### config.mk
export PLATFORM = sky130hd
export DESIGN_NAME = stack_deque_with_positional_insert
export DESIGN_NICKNAME = d
export VERILOG_FILES = /design/src/sdq_pkg.sv /design/src/stack_deque_with_positional_insert.sv
export SDC_FILE = /design/constraint.sdc
export NUM_CORES = 1
export LEC_CHECK = 0
export ABC_CLOCK_PERIOD_IN_PS = 10260
export BUFFER_PORTS_ARGS = -buffer_cell sky130_fd_sc_hd__buf_4
export CORE_MARGIN = 5
export CORE_UTILIZATION = 45
export DETAILED_ROUTE_END_ITERATION = 10
export SLEW_MARGIN = 20
export SYNTH_ARGS = -nofsm -noshare
export SYNTH_HDL_FRONTEND = slang
export SYNTH_SLANG_ARGS = --single-unit
### constraint.sdc
create_clock -name clk -period 10.26 [get_ports clk]
set_clock_uncertainty 0.2 [all_clocks]
set_input_delay 1.026 -clock clk [delete_from_list [all_inputs] [get_ports clk]]
set_output_delay 1.026 -clock clk [all_outputs]
set_load 0.02 [all_outputs]
### src/sdq_pkg.sv
// ----------------------------------------------------------------------------
// sdq_pkg
// Shared types and constants for the double-ended store with positional insert.
// ----------------------------------------------------------------------------
package sdq_pkg;

    // Store geometry. DEPTH is a power of two so that ring addresses wrap freely.
    localparam int DEPTH = 16;
    localparam int AW    = $clog2(DEPTH);
    localparam int CW    = $clog2(DEPTH + 1);

    // Operation codes carried by an item.
    typedef enum logic [2:0] {
        OP_PUSH_FRONT  = 3'd0,
        OP_POP_FRONT   = 3'd1,
        OP_PEEK_FRONT  = 3'd2,
        OP_INSERT      = 3'd3,
        OP_APPEND_BACK = 3'd4,
        OP_REMOVE_BACK = 3'd5
    } op_t;

    // Sequencer states.
    typedef enum logic [2:0] {
        ST_IDLE,
        ST_READ,
        ST_SH_RD,
        ST_SH_WR,
        ST_INS
    } state_t;

endpackage

### src/stack_deque_with_positional_insert.sv
// ----------------------------------------------------------------------------
// stack_deque_with_positional_insert
// Bounded ordered store of signed 32-bit values kept as a ring in one RAM.
// ----------------------------------------------------------------------------
// Push, append, rejected writes, empty reads and unknown codes finish in the
// cycle after acceptance; pop, peek and remove pass first through the
// registered RAM read and the read state. A middle insert moves each
// displaced entry by one RAM read and one RAM write through the single
// port pair, then writes the value. One item at a time, busy while in work.
// Reset clears the count, head pointer and sequencer; RAM contents are left.
module stack_deque_with_positional_insert
    import sdq_pkg::*;
(
    input  logic               clk,
    input  logic               rst_n,
    input  logic               start,
    output logic               busy,
    input  logic [2:0]         operation,
    input  logic signed [31:0] value,
    input  logic [4:0]         position,
    output logic               done,
    output logic signed [31:0] result_value,
    output logic               was_empty,
    output logic               rejected_full,
    output logic [4:0]         entry_count
);

    // Storage ring and its read data register.
    logic [31:0] mem [DEPTH];
    logic [31:0] rdata_reg;

    state_t          state_reg, state_next;
    logic [AW-1:0]   head_reg, head_next;
    logic [CW-1:0]   count_reg, count_next;
    logic [CW-1:0]   i_reg, i_next;
    logic [CW-1:0]   idx_reg, idx_next;
    op_t             op_reg, op_next;
    logic [31:0]     value_reg, value_next;
    logic            done_reg, done_next;
    logic [31:0]     res_reg, res_next;
    logic            empty_reg, empty_next;
    logic            full_reg, full_next;

    logic            we;
    logic [AW-1:0]   waddr;
    logic [31:0]     wdata;
    logic [AW-1:0]   raddr;
    logic            accept;
    logic [CW-1:0]   ins_idx;
    logic [CW-1:0]   i_dec;
    op_t             op_in;

    assign accept = start && (state_reg == ST_IDLE);
    assign op_in  = op_t'(operation);
    assign i_dec  = i_reg - CW'(1);

    // Insert index: clamp(position-1, 1, count).
    always_comb
    begin
        if (position <= 5'd2)
            ins_idx = CW'(1);
        else
            ins_idx = CW'(position - 5'd1);
        if (ins_idx > count_reg)
            ins_idx = count_reg;
    end

    // Next state.
    always_comb
    begin
        state_next = state_reg;
        unique case (state_reg)
            ST_IDLE:
            begin
                if (accept)
                begin
                    if ((op_in == OP_POP_FRONT || op_in == OP_PEEK_FRONT ||
                         op_in == OP_REMOVE_BACK) && count_reg != '0)
                        state_next = ST_READ;
                    else if (op_in == OP_INSERT && count_reg != '0 &&
                             count_reg != CW'(DEPTH) && ins_idx != count_reg)
                        state_next = ST_SH_RD;
                end
            end
            ST_READ:  state_next = ST_IDLE;
            ST_SH_RD: state_next = ST_SH_WR;
            ST_SH_WR: state_next = (i_dec == idx_reg) ? ST_INS : ST_SH_RD;
            ST_INS:   state_next = ST_IDLE;
            default:  state_next = ST_IDLE;
        endcase
    end

    // Datapath and RAM control.
    always_comb
    begin
        head_next  = head_reg;
        count_next = count_reg;
        i_next     = i_reg;
        idx_next   = idx_reg;
        op_next    = op_reg;
        value_next = value_reg;
        done_next  = 1'b0;
        res_next   = res_reg;
        empty_next = empty_reg;
        full_next  = full_reg;
        we         = 1'b0;
        waddr      = head_reg;
        wdata      = value_reg;
        raddr      = head_reg;
        unique case (state_reg)
            ST_IDLE:
            begin
                if (accept)
                begin
                    op_next    = op_in;
                    value_next = value;
                    res_next   = '0;
                    empty_next = 1'b0;
                    full_next  = 1'b0;
                    unique case (op_in)
                        OP_PUSH_FRONT, OP_INSERT, OP_APPEND_BACK:
                        begin
                            if (count_reg == CW'(DEPTH))
                            begin
                                full_next = 1'b1;
                                done_next = 1'b1;
                            end
                            else if (op_in == OP_PUSH_FRONT || count_reg == '0)
                            begin
                                we         = 1'b1;
                                waddr      = head_reg - AW'(1);
                                wdata      = value;
                                head_next  = head_reg - AW'(1);
                                count_next = count_reg + CW'(1);
                                done_next  = 1'b1;
                            end
                            else if (op_in == OP_APPEND_BACK || ins_idx == count_reg)
                            begin
                                we         = 1'b1;
                                waddr      = head_reg + count_reg[AW-1:0];
                                wdata      = value;
                                count_next = count_reg + CW'(1);
                                done_next  = 1'b1;
                            end
                            else
                            begin
                                i_next   = count_reg;
                                idx_next = ins_idx;
                            end
                        end
                        OP_POP_FRONT, OP_PEEK_FRONT, OP_REMOVE_BACK:
                        begin
                            if (count_reg == '0)
                            begin
                                res_next   = '1;
                                empty_next = 1'b1;
                                done_next  = 1'b1;
                            end
                            else if (op_in == OP_REMOVE_BACK)
                                raddr = head_reg + count_reg[AW-1:0] - AW'(1);
                        end
                        default:
                            done_next = 1'b1;
                    endcase
                end
            end
            ST_READ:
            begin
                res_next  = rdata_reg;
                done_next = 1'b1;
                if (op_reg == OP_POP_FRONT)
                begin
                    head_next  = head_reg + AW'(1);
                    count_next = count_reg - CW'(1);
                end
                else if (op_reg == OP_REMOVE_BACK)
                    count_next = count_reg - CW'(1);
            end
            ST_SH_RD:
                raddr = head_reg + i_dec[AW-1:0];
            ST_SH_WR:
            begin
                we     = 1'b1;
                waddr  = head_reg + i_reg[AW-1:0];
                wdata  = rdata_reg;
                i_next = i_dec;
            end
            ST_INS:
            begin
                we         = 1'b1;
                waddr      = head_reg + idx_reg[AW-1:0];
                wdata      = value_reg;
                count_next = count_reg + CW'(1);
                done_next  = 1'b1;
            end
            default: ;
        endcase
    end

    // Ring memory with registered read.
    always_ff @(posedge clk)
    begin
        if (we)
            mem[waddr] <= wdata;
        rdata_reg <= mem[raddr];
    end

    // Control registers.
    always_ff @(posedge clk or negedge rst_n)
    begin
        if (!rst_n)
        begin
            state_reg <= ST_IDLE;
            head_reg  <= '0;
            count_reg <= '0;
            done_reg  <= 1'b0;
        end
        else
        begin
            state_reg <= state_next;
            head_reg  <= head_next;
            count_reg <= count_next;
            done_reg  <= done_next;
        end
    end

    // Payload registers.
    always_ff @(posedge clk)
    begin
        i_reg     <= i_next;
        idx_reg   <= idx_next;
        op_reg    <= op_next;
        value_reg <= value_next;
        res_reg   <= res_next;
        empty_reg <= empty_next;
        full_reg  <= full_next;
    end

    // Ports.
    assign busy          = (state_reg != ST_IDLE);
    assign done          = done_reg;
    assign result_value  = res_reg;
    assign was_empty     = empty_reg;
    assign rejected_full = full_reg;
    assign entry_count   = 5'(count_reg);

endmodule

==> metrics.txt <==
# TYPE chip_impl_metric gauge
chip_impl_metric{name="post-cts-setup-buffers",unit=""} 0
chip_impl_metric{name="fillerInstances",unit=""} 4836
chip_impl_info{name="cts_root_buf",value="sky130_fd_sc_hd__clkbuf_16"} 1
chip_impl_metric{name="dieArea",unit="um2"} 62600
chip_impl_metric{name="post_route_cell_area",unit="um2"} 29600
chip_impl_metric{name="worstPathBufferInverterCount",unit=""} 4
chip_impl_metric{name="total_nets_after_synthesis",unit=""} 2025
chip_impl_metric{name="synth_seq_area_share",unit=""} 0.720
chip_impl_metric{name="synth_enable_flop_cells",unit=""} 591
chip_impl_info{name="run_status",value="finished, final reports clean"} 1
chip_impl_metric{name="start_util",unit=""} 0.452
chip_impl_metric{name="cts_num_sinks",unit=""} 636
chip_impl_metric{name="flow.area_growth_from_synthesis",unit="%"} 14.0
chip_impl_metric{name="drt-initial-drc-count",unit=""} 1469
chip_impl_info{name="cp-endpoint",value="mem[10][11]"} 1
chip_impl_info{name="critical_path.reg2reg.endpoint",value="mem[10][11]"} 1
chip_impl_metric{name="regArea",unit="um2"} 18700
chip_impl_metric{name="globalplace.congestion",unit=""} 0.870
chip_impl_metric{name="drt_wl_total",unit="um"} 64900
chip_impl_metric{name="core_region_area",unit="um2"} 57500
chip_impl_metric{name="max-cap-violations",unit=""} 0
chip_impl_metric{name="yosys_reg_bits",unit=""} 636
chip_impl_metric{name="synth_warnings",unit=""} 0
chip_impl_metric{name="port-buffer-count",unit=""} 83
chip_impl_metric{name="dp_hpwl",unit="um"} 34500
chip_impl_metric{name="viasPerCell",unit=""} 5.67
chip_impl_info{name="crit_type",value="in2reg"} 1
chip_impl_metric{name="share_of_cells_above_drive_strength_1",unit=""} 0.121
chip_impl_metric{name="grt_pass1_wl",unit="um"} 99200
chip_impl_metric{name="finalWorstPathRequiredPeriod",unit="ns"} 5.49
chip_impl_metric{name="clkTransAtPathRegs",unit="ns"} 0.06
chip_impl_metric{name="finalSetupViolations",unit=""} 0
chip_impl_metric{name="drt_pass1_iterations",unit=""} 5
chip_impl_metric{name="finish.net_count",unit=""} 2098
chip_impl_metric{name="diodes",unit=""} 0
chip_impl_metric{name="regToRegSetupSlack",unit="ns"} 5.01
chip_impl_info{name="setup.worst_path.start_class",value="input pin"} 1
chip_impl_info{name="path_cells",value="buf_4 -> inv_1 -> ha_1 -> nor2b_1 -> or4_1 -> nor2b_1 -> ha_1 -> nand2b_1 -> a21oi_1 -> nor2_1 -> nor2b_1 -> o21ai_2 -> o21a_2 -> buf_4 -> o2bb2ai_1 -> nor4_2 -> buf_4"} 1
chip_impl_info{name="path_delay_family",value="simple AND/OR/NAND/NOR gates"} 1
chip_impl_info{name="grt_setup_unrepaired",value="false"} 1
chip_impl_info{name="timing.hold.worst.class",value="in2async"} 1
chip_impl_metric{name="clk_latency",unit="ns"} 0.60
chip_impl_metric{name="cts-htree-levels",unit=""} 3
chip_impl_metric{name="detailed_place.area",unit="um2"} 27500
chip_impl_metric{name="antenna_found_initial",unit=""} 0
chip_impl_metric{name="cp_num_cells",unit=""} 17
chip_impl_metric{name="path_max_fanout",unit=""} 25
chip_impl_info{name="worst_setup_end_kind",value="flop"} 1
chip_impl_metric{name="post_cts_hold_buffer_count",unit=""} 0
chip_impl_metric{name="post_layout_nonfiller_instances",unit=""} 2846
chip_impl_metric{name="cts-resized-gates",unit=""} 0
chip_impl_info{name="critical_path.startpoint",value="position[0]"} 1
chip_impl_metric{name="arrival",unit="ns"} 5.51
chip_impl_metric{name="timing.fmax",unit="GHz"} 0.182
chip_impl_info{name="clock_tree_from_tritoncts",value="done"} 1
chip_impl_metric{name="detailroute.via_count",unit=""} 16100
chip_impl_metric{name="worst_slew_margin_rel",unit=""} 0.286
chip_impl_metric{name="largest_reg_flops",unit=""} 512
chip_impl_metric{name="syn_area_per_cell",unit="um2"} 13.3
chip_impl_metric{name="avgRoutedWirePerCell",unit="um"} 22.8
chip_impl_metric{name="grt_start_max_net_pins",unit=""} 163
chip_impl_metric{name="placed_cells",unit=""} 2725
chip_impl_metric{name="cts-root-to-sink-buffers",unit=""} 3
chip_impl_metric{name="cts_buffers",unit=""} 66
chip_impl_info{name="max_flop_register",value="mem"} 1
chip_impl_info{name="reg_to_reg_critical_path_startpoint",value="state_reg[1]"} 1
chip_impl_metric{name="via_count_of_the_first_global_routing_pass",unit=""} 16100
chip_impl_metric{name="worstPathRequired",unit="ns"} 10.28
chip_impl_metric{name="fin_crit_sh",unit=""} 0.535
chip_impl_info{name="postSynth.topFlopCell",value="sky130_fd_sc_hd__edfxtp_1"} 1
chip_impl_metric{name="multi_input_area",unit="um2"} 6850
chip_impl_metric{name="ys_async_sr_fraction",unit=""} 0.0204
chip_impl_metric{name="setup_tns",unit="ns"} 0
chip_impl_metric{name="synth_cells",unit=""} 1955
chip_impl_metric{name="finalHoldViolations",unit=""} 0
chip_impl_metric{name="detail_route.drc_violations",unit=""} 0
chip_impl_metric{name="die_x",unit="um"} 250
chip_impl_metric{name="synth_area",unit="um2"} 26000
chip_impl_metric{name="tightest_slew",unit="ns"} 1.07
chip_impl_metric{name="synthDistinctLibCells",unit=""} 63
chip_impl_metric{name="placement_rows",unit=""} 88
chip_impl_metric{name="ant_nets",unit=""} 0
chip_impl_metric{name="r2r_cells",unit=""} 9
chip_impl_metric{name="io_pins",unit=""} 84
chip_impl_info{name="crit_slowest_cell",value="sky130_fd_sc_hd__buf_4"} 1
chip_impl_metric{name="die-height",unit="um"} 250
chip_impl_metric{name="stage_delay_of_the_slowest_cell_on_the_critical_path",unit="ns"} 0.55
chip_impl_metric{name="global_route.usage.total",unit=""} 0.205
chip_impl_metric{name="overflow",unit=""} 0
chip_impl_metric{name="final_max_slew_viol_count",unit=""} 0
[layout make-up]
type | count | share of cell area
sequential | 636 | 0.632
multi-input combinational | 1181 | 0.231
clock buffer | 93 | 0.0620
tap | 765 | 0.0323
timing repair buffer | 119 | 0.0306
clock inverter | 28 | 0.00925
inverter | 24 | 0.00304
[layout by cell type (no fill, tap or decap), types with 5 or more instances in the layout]
master and instances:
sky130_fd_sc_hd__nor2_1 29, sky130_fd_sc_hd__xor2_1 10, sky130_fd_sc_hd__clkbuf_1 21, sky130_fd_sc_hd__nand2_1 492, sky130_fd_sc_hd__a32oi_1 63, sky130_fd_sc_hd__nand2b_1 8, sky130_fd_sc_hd__ha_1 23, sky130_fd_sc_hd__a21oi_1 23
sky130_fd_sc_hd__dfrtp_1 13, sky130_fd_sc_hd__nor3_1 5, sky130_fd_sc_hd__clkinv_1 9, sky130_fd_sc_hd__buf_4 118, sky130_fd_sc_hd__nand4_1 35, sky130_fd_sc_hd__nor4_2 16, sky130_fd_sc_hd__inv_1 22, sky130_fd_sc_hd__o21ai_0 38
sky130_fd_sc_hd__o21ai_1 23, sky130_fd_sc_hd__nand3_1 166, sky130_fd_sc_hd__clkinv_2 8, sky130_fd_sc_hd__xnor2_1 23, sky130_fd_sc_hd__a31oi_1 6, sky130_fd_sc_hd__a22oi_1 34, sky130_fd_sc_hd__mux2i_1 69, sky130_fd_sc_hd__a21o_1 38
sky130_fd_sc_hd__edfxtp_1 591, sky130_fd_sc_hd__dfxtp_1 32, sky130_fd_sc_hd__clkbuf_16 68
[kinds of logic after synthesis]
group | after synthesis | synth area share
and+or+nand+nor | 786 | 0.132
xor gates and xnor gates | 33 | 0.0111
muxes | 70 | 0.0270
DFF | 636 | 0.720
AOI/OAI and AO/OA | 265 | 0.0731
adders and majority gates | 27 | 0.0142
buffers and inverters | 138 | 0.0224
[synth_stat cells (all sizes together), types with 3 or more instances]
cell type | n | area (um2)
nor2b | 4 | 25.0
and2 | 5 | 31.3
nand4 | 35 | 219
nand2 | 493 | 1850
o21ai | 63 | 319
nor3b | 3 | 22.5
nand3 | 166 | 831
mux2i | 69 | 691
nand2b | 8 | 50.1
a211o | 3 | 26.3
nor4 | 20 | 140
a32oi | 63 | 552
a31oi | 6 | 37.5
nor2 | 33 | 131
edfxtp | 591 | 17700
buf | 51 | 255
or3 | 3 | 18.8
xnor2 | 23 | 201
ha | 23 | 288
dfxtp | 32 | 641
and3 | 3 | 18.8
inv | 24 | 90.1
nor3 | 5 | 25.0
xor2 | 10 | 87.6
a21o | 38 | 285
clkbuf | 63 | 236
fa | 4 | 80.1
a21oi | 24 | 120
o22ai | 4 | 25.0
a211oi | 5 | 55.1
dfrtp | 13 | 325
o221a | 4 | 45.0
o21a | 5 | 37.5
a22oi | 34 | 255
[per-stage QoR]
stage                     worst slack, ns  hold slack, ns  utilization
after detailed placement             4.19           0.312        0.479
after CTS                            4.82          0.0380        0.515
after floorplan                      2.68           0.302            -
final                                4.77          0.0640        0.515
after global routing                 4.46          0.0463        0.515
after global placement               4.33           0.318        0.479
[worst register-to-register path, stage by stage, from the launching register on]
cell and delay, ns:
sky130_fd_sc_hd__dfrtp_1 0.57, sky130_fd_sc_hd__or4b_1 0.79, sky130_fd_sc_hd__inv_2 0.09, sky130_fd_sc_hd__buf_4 0.60
sky130_fd_sc_hd__nand2_1 0.43, sky130_fd_sc_hd__o21a_2 0.51, sky130_fd_sc_hd__buf_4 0.35, sky130_fd_sc_hd__o2bb2ai_1 0.40
sky130_fd_sc_hd__nor4_2 0.37, sky130_fd_sc_hd__buf_4 0.55
[metal layers]
metal / track usage / routed length (um) / part of all wire / up-vias
met5: 0 / 0 / 0 / -
met4: 0.0566 / 1210 / 0.019 / 0
met3: 0.0367 / 3770 / 0.058 / 93
met2: 0.329 / 31000 / 0.48 / 516
met1: 0.290 / 28900 / 0.44 / 8075
li1: - / - / - / 7440
[how the worst min path moves through the flow]
stage / from / to / slack (ns) / cells past startpoint
global placement: rdata_reg[5] / result_value[5] / 0.32 / 1
floorplan: rdata_reg[0] / result_value[0] / 0.30 / 1
CTS: rst_n / state_reg[1] / 0.04 / 1
global route: rst_n / entry_count[4] / 0.05 / 1
detailed placement: rdata_reg[11] / result_value[11] / 0.31 / 1
finish: rst_n / state_reg[1] / 0.06 / 1
Power is left out: the tool's default activity adds up to more than one toggle a clock period on the data nets, which glitch-free logic cannot reach.
